### src/sv/bcc_pkg.sv
`default_nettype none
// ----------------------------------------------------------------------------
// bcc_pkg
// Shared types and constants of the block claim checker: field widths,
// request operation codes, register indexes and the decoded area record.
// ----------------------------------------------------------------------------
package bcc_pkg;

   // fixed field widths
   localparam int ADDR_W       = 24;  // data area registers
   localparam int OP_W         = 2;
   localparam int SLOT_W       = 6;
   localparam int DUP_W        = 18;
   localparam int MAP_W        = 8;   // bits per bitmap byte
   localparam int AREA_BYTES_W = 22;  // ceil(2^24 / 8) needs 22 bits
   localparam int CSR_AW       = 4;
   localparam int CSR_DW       = 32;
   localparam int RSP_W        = 40;  // 39 bits of fields, padded to bytes

   // counter limits
   localparam logic [DUP_W-1:0] DUP_MAX  = 18'd131072;
   localparam logic [DUP_W-1:0] MISS_MAX = 18'h3ffff;

   // request operation codes
   typedef enum logic [OP_W-1:0] {
      OP_CLAIM = 2'd0,
      OP_WATCH = 2'd1,
      OP_COUNT = 2'd2,
      OP_CLEAR = 2'd3
   } op_type;

   // register indexes (word address)
   typedef enum logic [1:0] {
      REG_START  = 2'd0,
      REG_LIMIT  = 2'd1,
      REG_ENABLE = 2'd2
   } reg_index_type;

   // decoded data area, derived from the registers
   typedef struct packed {
      logic [ADDR_W-1:0]       area_start;
      logic [ADDR_W-1:0]       area_limit;
      logic [ADDR_W-1:0]       area_len;
      logic [AREA_BYTES_W-1:0] area_bytes;
      logic                    tracking;
   } area_type;

endpackage
`default_nettype wire

### src/sv/bcc_csr.sv
`default_nettype none
// ----------------------------------------------------------------------------
// bcc_csr
// Configuration registers behind the APB-style port, plus the decoded data
// area (length, byte count, tracking enable) registered for the sequencer.
// ----------------------------------------------------------------------------
module bcc_csr
   import bcc_pkg::*;
#(
   parameter int MAP_BYTES = 16384
) (
   input  wire logic              clock,
   input  wire logic              reset,
   input  wire logic              csr_psel,
   input  wire logic              csr_penable,
   input  wire logic              csr_pwrite,
   input  wire logic [CSR_AW-1:0] csr_paddr,
   input  wire logic [CSR_DW-1:0] csr_pwdata,
   output logic      [CSR_DW-1:0] csr_prdata,
   output logic                   csr_pready,
   output area_type               area
);

   localparam logic [AREA_BYTES_W-1:0] MAP_BYTES_L = AREA_BYTES_W'(MAP_BYTES);

   logic [ADDR_W-1:0] start_ff;
   logic [ADDR_W-1:0] limit_ff;
   logic enable_ff;
   area_type area_ff;
   area_type area_in;
   reg_index_type index;
   logic wr_hit;
   logic [ADDR_W:0] len_round;

   assign csr_pready = 1'b1;
   assign index      = reg_index_type'(csr_paddr[3:2]);
   assign wr_hit     = csr_psel & csr_penable & csr_pwrite & csr_pready;

   // register writes
   always_ff @(posedge clock) begin
      if (reset) begin
         start_ff  <= '0;
         limit_ff  <= '0;
         enable_ff <= 1'b1;
      end else if (wr_hit) begin
         unique case (index)
            REG_START:  start_ff  <= csr_pwdata[ADDR_W-1:0];
            REG_LIMIT:  limit_ff  <= csr_pwdata[ADDR_W-1:0];
            REG_ENABLE: enable_ff <= csr_pwdata[0];
            default: ;
         endcase
      end
   end

   // register reads
   always_comb begin
      unique case (index)
         REG_START:  csr_prdata = CSR_DW'(start_ff);
         REG_LIMIT:  csr_prdata = CSR_DW'(limit_ff);
         REG_ENABLE: csr_prdata = CSR_DW'(enable_ff);
         default:    csr_prdata = '0;
      endcase
   end

   // area decode: empty when limit <= start
   always_comb begin
      area_in.area_start = start_ff;
      area_in.area_limit = limit_ff;
      area_in.area_len   = (limit_ff > start_ff) ? (limit_ff - start_ff) : '0;
      len_round          = {1'b0, area_in.area_len} + (ADDR_W + 1)'(7);
      area_in.area_bytes = len_round[ADDR_W:3];
      area_in.tracking   = enable_ff && (area_in.area_bytes <= MAP_BYTES_L);
   end

   always_ff @(posedge clock) begin
      if (reset) begin
         area_ff <= '{area_start: '0, area_limit: '0, area_len: '0,
                      area_bytes: '0, tracking: 1'b1};
      end else begin
         area_ff <= area_in;
      end
   end

   assign area = area_ff;

endmodule
`default_nettype wire
### config.mk
export PLATFORM = sky130hd
export DESIGN_NAME = bcc_csr
export DESIGN_NICKNAME = d
export VERILOG_FILES = /design/src/sv/bcc_pkg.sv /design/src/sv/bcc_csr.sv
export SDC_FILE = /design/constraint.sdc
export NUM_CORES = 1
export LEC_CHECK = 0
export CAP_MARGIN = 25
export CELL_PAD_IN_SITES_DETAIL_PLACEMENT = 0
export CELL_PAD_IN_SITES_GLOBAL_PLACEMENT = 1
export CORE_MARGIN = 2
export CORE_UTILIZATION = 40
export DETAILED_ROUTE_END_ITERATION = 6
export DONT_BUFFER_PORTS = 1
export PLACE_DENSITY = 0.68
export SLEW_MARGIN = 25
export SYNTH_ARGS = -nofsm -noshare
export SYNTH_HDL_FRONTEND = slang
export SYNTH_SLANG_ARGS = --single-unit
### constraint.sdc
create_clock -name clock -period 4.75 [get_ports clock]
set_input_delay 0.95 -clock clock [delete_from_list [all_inputs] [get_ports clock]]
set_output_delay 0.95 -clock clock [all_outputs]
set_load 0.005 [all_outputs]
### Yosys cells after proc, flatten, opt, wreduce, memory -nomap -nowiden

Cells that the tools add are included.

* register bits: 144
* bits of input ports: 41
* logic and storage cells: 23

* $add $sub $neg: 2
* magnitude comparators: 2
* equal/unequal tests: 2
* multiplexer cells: 2
* bitwise gates (word level): 2
* reduce and logical (&&, ||, !) cells: 5

Operator list (number)
* case mux 24 bit (3 select lines): 1
* adder 24 x 3 -> 25 bit (second input constant): 1
* greater-than comparator 24 bit: 1
* two-way mux 24 bit: 1
* subtractor 24 bit: 1
* less-or-equal comparator 22 x 15 -> 1 bit (second input constant): 1
* AND reduction 2 bit: 3
* AND 1 bit: 2
* == test 2 x 1 -> 1 bit (second input constant): 1
* == test 2 bit (second input constant): 1
* zero test 2 bit: 1
* logical AND 1 bit: 1

### Longest topological paths before layout

Gate-level depths: netlist (run 1).

* depth in word-level cells: 5
* gate-level depth with buffers: 14

### Worst setup path before layout (run 1)

OpenSTA, ideal clock, no wires.

* path type: register -> register
* start: register limit_ff[0]
* end: register area_ff, in the netlist area[0]
* data arrival time: 3.393 ns
* setup slack: 1.235 ns
* stages on the path, launching flop included: 15
* period minus slack after synthesis: 3.515 ns
* cells stage by stage: dfxtp_1 > inv_1 > ha_1 > fa_1 > nand2b_1 > a2111o_1 > o211ai_1 > o31ai_1 > or4_1 > buf_2 > nor3_4 > nand4_1 > nor3_1 > and4b_1 > a2bb2oi_1

* longest elaborated chain between the ends: 5

RTL lines
* start, declared: line bcc_csr.sv:27 `logic [ADDR_W-1:0] limit_ff;`
* start signal, assigned: line bcc_csr.sv:48 `REG_LIMIT: limit_ff <= csr_pwdata[ADDR_W-1:0];`
* subtractor 24 bit or greater-than comparator 24 bit (tied branches): line bcc_csr.sv:69 `area_in.area_len = (limit_ff > start_ff) ? (limit_ff - start_ff) : '0;`
* two-way mux 24 bit *: line bcc_csr.sv:69
* adder 24 x 3 -> 25 bit *: line bcc_csr.sv:70 `len_round = {1'b0, area_in.area_len} + (ADDR_W + 1)'(7);`
* less-or-equal comparator 22 x 15 -> 1 bit *: line bcc_csr.sv:72 `area_in.tracking = enable_ff && (area_in.area_bytes <= MAP_BYTES_L);`
* logical AND 1 bit *: line bcc_csr.sv:72
* end signal, assigned: line bcc_csr.sv:77 `area_ff <= '{area_start: '0, area_limit: '0, area_len: '0,`
* end signal, assigned: line bcc_csr.sv:80 `area_ff <= area_in;`
* end, declared: line bcc_csr.sv:29 `area_type area_ff;`

Every way passes the cells marked *; elsewhere a longest branch is shown, timed or not.
A chain may end at the register's enable or synchronous reset.

### Final worst setup path (run 1)

Ends and elaborated chain as after synthesis.

==> results of run 1 <==
## stage by stage
| stage | power (mW) | hold slack (ps) | std cells | area, um2 | utilization (%) |
|---|---|---|---|---|---|
| floorplan | 1.65 | 446 | 838 | 6890 | - |
| global placement | 1.71 | 457 | 1006 | 6940 | 41.6 |
| detailed placement | 1.72 | 461 | 1006 | 6940 | 41.6 |
| CTS | 3.09 | 469 | 1038 | 7550 | 45.2 |
| global route | 3.20 | 500 | 1038 | 7550 | 45.2 |
| finish | 3.07 | 471 | 1038 | 7550 | 45.2 |
## cells in the mapped netlist, types with 3 or more instances
| cell | count | area share [%] |
|---|---|---|
| a211o_1 | 3 | 0.38 |
| and3_1 | 9 | 0.82 |
| a21oi_1 | 71 | 5.2 |
| nor2_1 | 110 | 6.0 |
| mux2i_1 | 27 | 3.9 |
| nand2_1 | 118 | 6.5 |
| ha_1 | 24 | 4.4 |
| or4_1 | 3 | 0.33 |
| nor2b_1 | 30 | 2.7 |
| a211oi_1 | 6 | 0.66 |
| xor2_1 | 9 | 1.1 |
| clkbuf_1 | 32 | 1.8 |
| o21ai_0 | 20 | 1.5 |
| nand2b_1 | 7 | 0.64 |
| nand4_1 | 9 | 0.82 |
| buf_1 | 6 | 0.33 |
| a21o_1 | 10 | 1.1 |
| xnor2_1 | 21 | 2.7 |
| or3_1 | 7 | 0.64 |
| nor4_1 | 4 | 0.36 |
| o211ai_1 | 7 | 0.77 |
| nor3_1 | 19 | 1.4 |
| buf_4 | 9 | 0.98 |
| nand3_1 | 14 | 1.0 |
| dfxtp_1 | 144 | 42 |
| buf_2 | 7 | 0.51 |
| inv_1 | 33 | 1.8 |
## layout make-up
class                      instances  area [um2]  share of cell area (%)
inverter                          33         124                    1.64
multi-input combinational        605        3630                    48.1
clock buffer                      20         467                    6.18
clock inverter                    12         144                    1.91
timing repair buffer               4        30.0                   0.398
sequential                       144        2880                    38.2
tap                              220         275                    3.64
## cells by family (layout without fill, tap and decap cells)
| group | count (synthesis) | in the layout | share of synthesized area [%] |
|---|---|---|---|
| flops | 144 | 144 | 42.0 |
| compound gates | 154 | 154 | 14.4 |
| fa+ha+maj | 25 | 25 | 4.67 |
| simple gates | 360 | 360 | 25.4 |
| other cells | 2 | 9 | 0.109 |
| buf+inv | 89 | 69 | 5.62 |
| xor+xnor | 30 | 30 | 3.83 |
| mux | 27 | 27 | 3.94 |
## where the power goes
group          internal [mW]  switching [mW]
logic                  0.164           0.253
registers               1.25          0.0246
clock network          0.826           0.547
## flip-flops by register name, summed over array words and instances (netlist names)
signal	cells
start_ff	24
enable_ff	1
area	95
limit_ff	24
## routing by layer
layer,wire (um),track usage [%]
met5,0,0
met4,439,7.41
met3,1300,6.01
met2,8170,31.4
met1,8360,26.6
## worst max path at each step
stage,cells after the start,slack [ps],startpoint,endpoint
floorplan,14,1240,limit_ff[0]$_SDFFE_PP0P_,area[0]$_SDFF_PP1_
global placement,13,800,limit_ff[0]$_SDFFE_PP0P_,area[21]$_SDFF_PP0_
detailed placement,13,700,limit_ff[0]$_SDFFE_PP0P_,area[21]$_SDFF_PP0_
CTS,13,680,limit_ff[0]$_SDFFE_PP0P_,area[21]$_SDFF_PP0_
global route,13,450,limit_ff[0]$_SDFFE_PP0P_,area[21]$_SDFF_PP0_
finish,13,710,limit_ff[0]$_SDFFE_PP0P_,area[0]$_SDFF_PP1_
## worst min-delay path, stage by stage, from the launching register on
cell     delay, ps
dfxtp_1        320
nand2_1         50
a21oi_1         50
==> impl_metrics.env, run 1 <==
export IMPL_finalSetupViolCount=0
export IMPL_worst_clock_skew_ps=10.1
export IMPL_finalHoldViolCount=0
export IMPL_synth_area_um2=6860
export IMPL_ys_warn_count=0
export IMPL_worst_pin_slew_ps=895
export IMPL_firstDrtPassIters=4
export IMPL_drt_total_wl_um=18300
export IMPL_via_per_inst=5.30
export IMPL_path_buf_inv=1
export IMPL_layout_nets=871
export IMPL_cts_root_buf="clkbuf_16"
export IMPL_criticalPathCategory="register to register"
export IMPL_cp_end_kind="register"
export IMPL_area_growth_pct=10.1
export IMPL_cts_resized=0
export IMPL_worstHoldStart="start_ff[19]$_SDFFE_PP0P_"
export IMPL_synth_flop_cell="dfxtp_1"
export IMPL_grt_pass1_vias=5269
export IMPL_setup_tns_ps=0
export IMPL_cp_common_cell="a211oi_1"
export IMPL_final_max_slew_viol_count=0
export IMPL_synthArstFlopShare_pct=0
export IMPL_io_buffers=0
export IMPL_drt_iter0_drc=260
export IMPL_synth_edf_count=0
export IMPL_antenna_found_initial=0
export IMPL_core_area_um2=16700
export IMPL_grt_pass1_wl_um=28600
export IMPL_clk_latency_ps=420
export IMPL_hold_depth=2
export IMPL_postCtsSetupBuffers=0
export IMPL_pre_cts_ws_ps=696
export IMPL_timing_rr_end="area[0]$_SDFF_PP1_"
export IMPL_fmax_mhz=247
export IMPL_rsz0062_at_grt="no"
export IMPL_die_area_um2=18200
export IMPL_critPathSlowestCell="or4_4"
export IMPL_grt_overflow_total=0
export IMPL_powerDensity_nw_per_um2=406
export IMPL_post_route_period_util_pct=85.1
export IMPL_critical_path_top_delay_family="compound AO/OA/AOI/OAI gates"
export IMPL_cts_num_sinks=144
export IMPL_fillers=1691
export IMPL_place_congestion=0.841
export IMPL_cp_required_ps=5080
export IMPL_critPathLaunchType="register"
export IMPL_numCtsBuffers=17
export IMPL_final_common_cell="dfxtp_1"
export IMPL_dr_total_vias=5506
export IMPL_path_clk_slew_ps=60
export IMPL_antenna_violating_nets_post_route=0
export IMPL_worstPathMaxFanout=6
export IMPL_synth_seq_cells=144
export IMPL_wl_per_cell_um=17.6
export IMPL_status="finished, final reports clean"
export IMPL_cts_tree="built"
export IMPL_crit_chain="inv_1 > ha_1 > fa_1 > nand2b_1 > a211oi_1 > o21bai_1 > nand3_1 > a21oi_1 > or4_4 > a21bo_1 > a211oi_1 > o221ai_1 > a2bb2oi_1"
export IMPL_setup_ws_ps=709
export IMPL_pin_count=169
export IMPL_grt_max_degree=121
export IMPL_p_leak_nw=3.00
export IMPL_drv_cap=0
export IMPL_initial_core_util_pct=41.1
export IMPL_hold_path_class="register to register"
export IMPL_cts_hold_buffers_added=0
export IMPL_worstHoldEndpoint="start_ff[19]$_SDFFE_PP0P_"
export IMPL_slew_headroom_pct=40.4
export IMPL_syn_inst=831
export IMPL_hpwlAfterDp_um=13600
export IMPL_ir_drop_mv=0.249
export IMPL_yosysSeqAreaShare_pct=42.0
export IMPL_htreeDepth=4
export IMPL_yosys_cell_types_count=81
export IMPL_fin_crit_ps=4040
export IMPL_reg2reg_depth=13
export IMPL_rows=47
export IMPL_slowest_delay_ps=600
export IMPL_route_detailed_drc=0
export IMPL_avgSynthCellArea_um2=8.26
export IMPL_grt_usage_pct=20.2
export IMPL_die_y_um=135
export IMPL_die_w_um=135
export IMPL_r2r_start="limit_ff[0]$_SDFFE_PP0P_"
export IMPL_rrSetupSlack_ps=710
export IMPL_final_layout_size_suffix_gt1_share_pct=7.21
export IMPL_antenna_cells=0
export IMPL_most_common_layout_cells="dfxtp_1 (144), nand2_1 (118), nor2_1 (110)"
export IMPL_cts_buffer_depth=2
export IMPL_arrival_ps=4370
Note: power is estimated with default switching activity, not from simulation.
==> run 2: changes to the inputs <==
ABC_AREA = 1   (was default)
PLACE_DENSITY = 0.7   (was 0.68)
==> run 2 against run 1 <==
First-iteration DRC count grew 14%. Clock-buffer cell count shrank 2. Largest cell class unchanged. Flip-flop and latch count is the same. Via count increased by 10%. Global-route usage is 0.52 points lower. Critical endpoint unchanged. Maximum frequency up 14%. Critical path type unchanged.
==> impl_metrics.env, run 2 <==
export IMPL_synth_seq_cells=144
export IMPL_hpwlAfterDp_um=13800
export IMPL_area_growth_pct=10.7
export IMPL_ys_warn_count=0
export IMPL_die_area_um2=19000
export IMPL_finalSetupViolCount=0
export IMPL_post_route_period_util_pct=74.9
export IMPL_slew_headroom_pct=56.0
export IMPL_final_max_slew_viol_count=0
export IMPL_avgSynthCellArea_um2=6.95
export IMPL_fin_crit_ps=3560
export IMPL_htreeDepth=4
export IMPL_route_detailed_drc=0
export IMPL_ys_top_cells_by_area="dfxtp_1 (40%), nand2_1 (12%), inv_1 (8.0%), nor2_1 (7.6%), a21oi_1 (4.9%)"
export IMPL_cts_buffer_depth=2
export IMPL_grt_overflow_total=0
export IMPL_setup_tns_ps=0
export IMPL_synth_edf_count=0
export IMPL_yosys_mux_area_fraction_pct=0
export IMPL_antenna_violating_nets_post_route=0
export IMPL_synthArstFlopShare_pct=0
export IMPL_synth_flop_cell="dfxtp_1"
export IMPL_cts_root_buf="clkbuf_16"
export IMPL_yosysTopAreaCellShare_pct=40.2
export IMPL_pre_cts_ws_ps=1170
export IMPL_synth_top_family_by_area="simple AND/OR/NAND/NOR gates"
export IMPL_pin_count=169
export IMPL_worstPathMaxFanout=13
export IMPL_status="finished, final reports clean"
export IMPL_core_area_um2=17400
export IMPL_grt_max_degree=96
export IMPL_synth_xor_area_share_pct=0.856
export IMPL_place_congestion=0.819
export IMPL_power_mw=3.52
export IMPL_drt_total_wl_um=18000
export IMPL_criticalPathCategory="register to register"
export IMPL_cts_tree="built"
export IMPL_yosysSeqAreaShare_pct=40.2
export IMPL_grt_pass1_vias=5728
export IMPL_postCtsSetupBuffers=0
export IMPL_finalHoldViolCount=0
export IMPL_ir_drop_mv=0.254
export IMPL_die_y_um=138
export IMPL_cts_hold_buffers_added=0
export IMPL_most_common_layout_cells="nand2_1 (226), inv_1 (153), nor2_1 (145)"
export IMPL_cts_num_sinks=144
export IMPL_synth_area_um2=7170
export IMPL_cts_resized=0
export IMPL_synth_top_cell_by_area="dfxtp_1"
export IMPL_p_leak_nw=3.73
export IMPL_final_layout_size_suffix_gt1_share_pct=8.05
export IMPL_drv_cap=0
export IMPL_fmax_mhz=281
export IMPL_synth_most_common_cell="nand2_1"
export IMPL_antenna_cells=0
export IMPL_cp_required_ps=5030
export IMPL_yosys_area_share_adder_pct=4.47
export IMPL_antenna_found_initial=0
export IMPL_rsz0062_at_grt="no"
export IMPL_drt_iter0_drc=297
export IMPL_netlist_top_cells_count="nand2_1 (226), inv_1 (153), nor2_1 (145)"
export IMPL_dr_total_vias=6079
export IMPL_postLayoutCoreUtil_pct=45.5
export IMPL_powerDensity_nw_per_um2=444
export IMPL_path_clk_slew_ps=70
export IMPL_worst_clock_skew_ps=9.99
export IMPL_initial_core_util_pct=41.1
export IMPL_synthSimpleGateAreaFrac_pct=31.3
export IMPL_syn_inst=1031
export IMPL_io_buffers=0
export IMPL_yosys_cell_types_count=39
export IMPL_arrival_ps=3840
export IMPL_critPathLaunchType="register"
export IMPL_rows=48
export IMPL_via_per_inst=4.84
export IMPL_synth_compound_area_share_pct=11.5
export IMPL_clk_latency_ps=420
export IMPL_setup_ws_ps=1190
export IMPL_wl_per_cell_um=14.3
export IMPL_worst_pin_slew_ps=659
export IMPL_numCtsBuffers=17
export IMPL_grt_pass1_wl_um=29100
export IMPL_hold_path_class="register to register"
export IMPL_largest_reg_flops=95
export IMPL_final_common_cell="nand2_1"
export IMPL_grt_usage_pct=19.7
export IMPL_firstDrtPassIters=5
export IMPL_die_w_um=138
export IMPL_cp_end_kind="register"
export IMPL_layout_nets=1084
## run 2: worst max-delay path: stages, from the launching register on
cell,delay (ps)
dfxtp_1,320
inv_1,80
ha_1,260
fa_1,410
inv_1,120
nand2_1,60
nand2_1,70
nand3_1,100
nand2_2,130
nand2_2,70
nand3_4,180
o211ai_1,180
nand2_1,350
nand2_1,170
nor2_2,210
nand3_1,140
nand2_1,80
nand2_1,100
inv_2,60
nor2_1,30
nand3_1,100
nand2_1,60
nand2_1,70
nand2_1,50
## run 2: metrics by stage
stage	hold slack [ps]	instance area (um2)	std cells
2_1_floorplan	438	7190	1038
3_3_place_gp	467	7270	1224
3_5_place_dp	472	7280	1224
4_1_cts	481	7930	1256
5_1_grt	497	7930	1256
6_report	485	7930	1256
## run 2: cells by family (layout without fill, tap and decap cells)
kind of cell | after synthesis | count (layout)
AO/OA/AOI/OAI | 155 | 155
XOR/XNOR | 7 | 7
adder cells (fa/ha/maj) | 25 | 25
buffers and inverters | 204 | 197
flip-flops | 144 | 144
other | 2 | 9
AND/OR/NAND/NOR | 494 | 494
## run 2: cell type report
type	count	area (um2)
timing repair buffer	2	15.0
inverter	163	613
clock inverter	14	226
clock buffer	18	429
sequential	144	2880
multi-input combinational	690	3480
fill	1892	9490
tap	225	282
## run 2: path summary, 6_finish.rpt
kind | from | end | slack [ps] | depth (start not counted)
setup / recovery | limit_ff[0]$_SDFFE_PP0P_ | area[0]$_SDFF_PP1_ | 1190 | 23
hold / removal | start_ff[22]$_SDFFE_PP0P_ | area[93]$_SDFF_PP0_ | 480 | 2
setup reg to reg | limit_ff[0]$_SDFFE_PP0P_ | area[0]$_SDFF_PP1_ | 1190 | 23
hold reg to reg | start_ff[22]$_SDFFE_PP0P_ | area[93]$_SDFF_PP0_ | 480 | 2
## run 2: layer usage
layer,vias to the layer above,part of all wire [%],global-route usage [%]
met3,7,4.7,5.33
met1,2725,48,26.2
met2,140,46,31.7
met4,0,0.68,4.42
li1,3207,-,-
met5,-,0,0
## run 2: where the power goes
| group | total [mW] | internal, mW | switching [mW] |
|---|---|---|---|
| registers | 1.31 | 1.28 | 0.0329 |
| clock network | 1.50 | 0.944 | 0.553 |
| logic | 0.705 | 0.208 | 0.497 |
==> run 3: changes to the inputs <==
PLACE_DENSITY = 0.73   (was 0.7)
clock period = 2.9 ns   (was 4.75 ns; I/O delays follow)
==> run 3 against run 2 <==
Flip-flop and latch count stayed put. Maximum frequency is 20% higher. The flow now finishes with violations (negative setup slack). Core utilization is 9.3 points higher.
==> impl_metrics.env, run 3 (synthesis gave the netlist of run 2 again) <==
export IMPL_worst_pin_slew_ps=709
export IMPL_arrival_ps=3330
export IMPL_fmax_mhz=337
export IMPL_die_w_um=138
export IMPL_cts_buffer_depth=2
export IMPL_criticalPathCategory="register to register"
export IMPL_p_leak_nw=4.57
export IMPL_finalSetupViolCount=1
export IMPL_place_congestion=0.844
export IMPL_via_per_inst=4.65
export IMPL_stdcell_area_um2=9550
export IMPL_drv_cap=0
export IMPL_drt_iter0_drc=305
export IMPL_hpwlAfterDp_um=14200
export IMPL_worstPathMaxFanout=6
export IMPL_grt_overflow_total=0
export IMPL_grt_max_degree=96
export IMPL_htreeDepth=4
export IMPL_post_route_period_util_pct=102
export IMPL_path_clk_slew_ps=60
export IMPL_layout_nets=1253
export IMPL_cts_num_sinks=144
export IMPL_failed_checks="negative setup slack"
export IMPL_wl_per_cell_um=13.3
export IMPL_whs_ps=228
export IMPL_final_common_cell="nand2_1"
export IMPL_initial_core_util_pct=41.1
export IMPL_rows=48
export IMPL_cts_tree="built"
export IMPL_placed_cell_area_um2=8490
export IMPL_pin_count=169
export IMPL_core_area_um2=17400
export IMPL_fillers=1760
export IMPL_antenna_cells=0
export IMPL_die_y_um=138
export IMPL_rsz0062_at_grt="yes"
export IMPL_worstHoldStart="reset"
export IMPL_cp_end_kind="register"
export IMPL_critPathLaunchType="register"
export IMPL_setup_tns_ps=-64.7
export IMPL_cts_hold_buffers_added=0
export IMPL_grt_usage_pct=20.3
export IMPL_antenna_found_initial=0
export IMPL_final_max_slew_viol_count=0
export IMPL_hold_path_class="primary input to register"
export IMPL_firstDrtPassIters=4
export IMPL_startpoint="limit_ff[0]$_SDFFE_PP0P_"
export IMPL_largest_reg_flops=95
export IMPL_finalHoldViolCount=0
export IMPL_drt_total_wl_um=18900
export IMPL_numCtsBuffers=17
export IMPL_grt_pass1_wl_um=30200
export IMPL_cts_root_buf="clkbuf_16"
export IMPL_worst_clock_skew_ps=9.17
export IMPL_cp_required_ps=3260
export IMPL_grt_pass1_vias=6244
export IMPL_antenna_violating_nets_post_route=0
export IMPL_final_layout_size_suffix_gt1_share_pct=25.6
export IMPL_status="complete, but fails checks"
export IMPL_clk_latency_ps=420
export IMPL_most_common_layout_cells="nand2_1 (210), buf_4 (160), inv_1 (150)"
export IMPL_route_detailed_drc=0
export IMPL_dr_total_vias=6611
export IMPL_die_area_um2=19000
export IMPL_setup_ws_ps=-64.7
export IMPL_area_growth_pct=33.3
export IMPL_io_buffers=0
export IMPL_slew_headroom_pct=52.5
export IMPL_fin_crit_ps=2960
export IMPL_powerDensity_nw_per_um2=645
export IMPL_r2r_start="limit_ff[0]$_SDFFE_PP0P_"
export IMPL_ir_drop_mv=0.416
run 3: cell types whose count changed in the layout (fill, tap and decap cells not counted), sizes merged:
cell,change
buf,+168
inv,-5
clkinvlp,+2
nand2,+1
bufinv,-2
clkinv,-1
clkbuf,+3
run 3: path summary, 6_finish.rpt:
check	endpoint	slack [ps]	depth (start not counted)
setup reg to reg	area[0]$_SDFF_PP1_	-60	22
hold / removal	area[62]$_SDFF_PP0_	230	1
setup / recovery	area[0]$_SDFF_PP1_	-60	22
hold reg to reg	area[49]$_SDFF_PP0_	480	2
run 3: area by class of cell:
type | instances | area, um2 | share of cell area (%)
inverters | 163 | 614 | 6.43
clock buffers | 21 | 480 | 5.03
flip-flops and latches | 144 | 2880 | 30.2
repair buffers | 170 | 1340 | 14.0
clock inverters | 8 | 130 | 1.36
multi-input cells | 691 | 3820 | 40.0
well taps | 225 | 282 | 2.95
run 3: what timing repair did:
action                     in CTS  in global routing
hold endpoints to repair        0                  0
resized for setup              22                 69
pin swaps                       7                 35
gates cloned                    1                  0
setup endpoints to repair      10                 14
buffers inserted                2                  9
run 3: layer usage:
layer	vias up	part of all wire (%)	GRT usage, %
met4	0	1.8	7.43
met3	18	4.0	4.05
li1	3539	-	-
met2	146	46	32.5
met1	2908	48	27.1
met5	-	0	0
run 3: where the power goes:
part | total, mW | internal, mW | switching [mW]
sequential | 2.15 | 2.10 | 0.0536
clock | 2.27 | 1.43 | 0.837
combinational | 1.74 | 0.771 | 0.970
run 3: worst max-delay path, stage by stage (launching register included):
cell and delay (ps):
dfxtp_2 330, inv_2 50, ha_4 160, fa_2 370, inv_2 60, nand2_1 40
nand2_1 80, nand3_2 80, nand2_2 80, nand2_2 60, nand3_4 140, o211ai_1 170
buf_4 190, buf_6 120, a21oi_4 170, nand3_4 120, nor2_8 180, nand4_1 110
nand2_1 100, nand3_1 80, nor2_1 90, nand2_1 70, nand2_1 50
run 3: per-stage QoR:
| step | std cells | total power [mW] | utilization (%) | setup WS (ps) |
|---|---|---|---|---|
| 6_report | 1422 | 6.17 | 54.9 | -64.7 |
| 5_1_grt | 1422 | 6.52 | 54.9 | -289 |
| 4_1_cts | 1414 | 6.13 | 52.9 | -27.7 |
| 3_5_place_dp | 1382 | 3.80 | 48.7 | -234 |
| 3_3_place_gp | 1382 | 3.79 | 48.7 | -168 |
| 2_1_floorplan | 1038 | 3.17 | - | 125 |
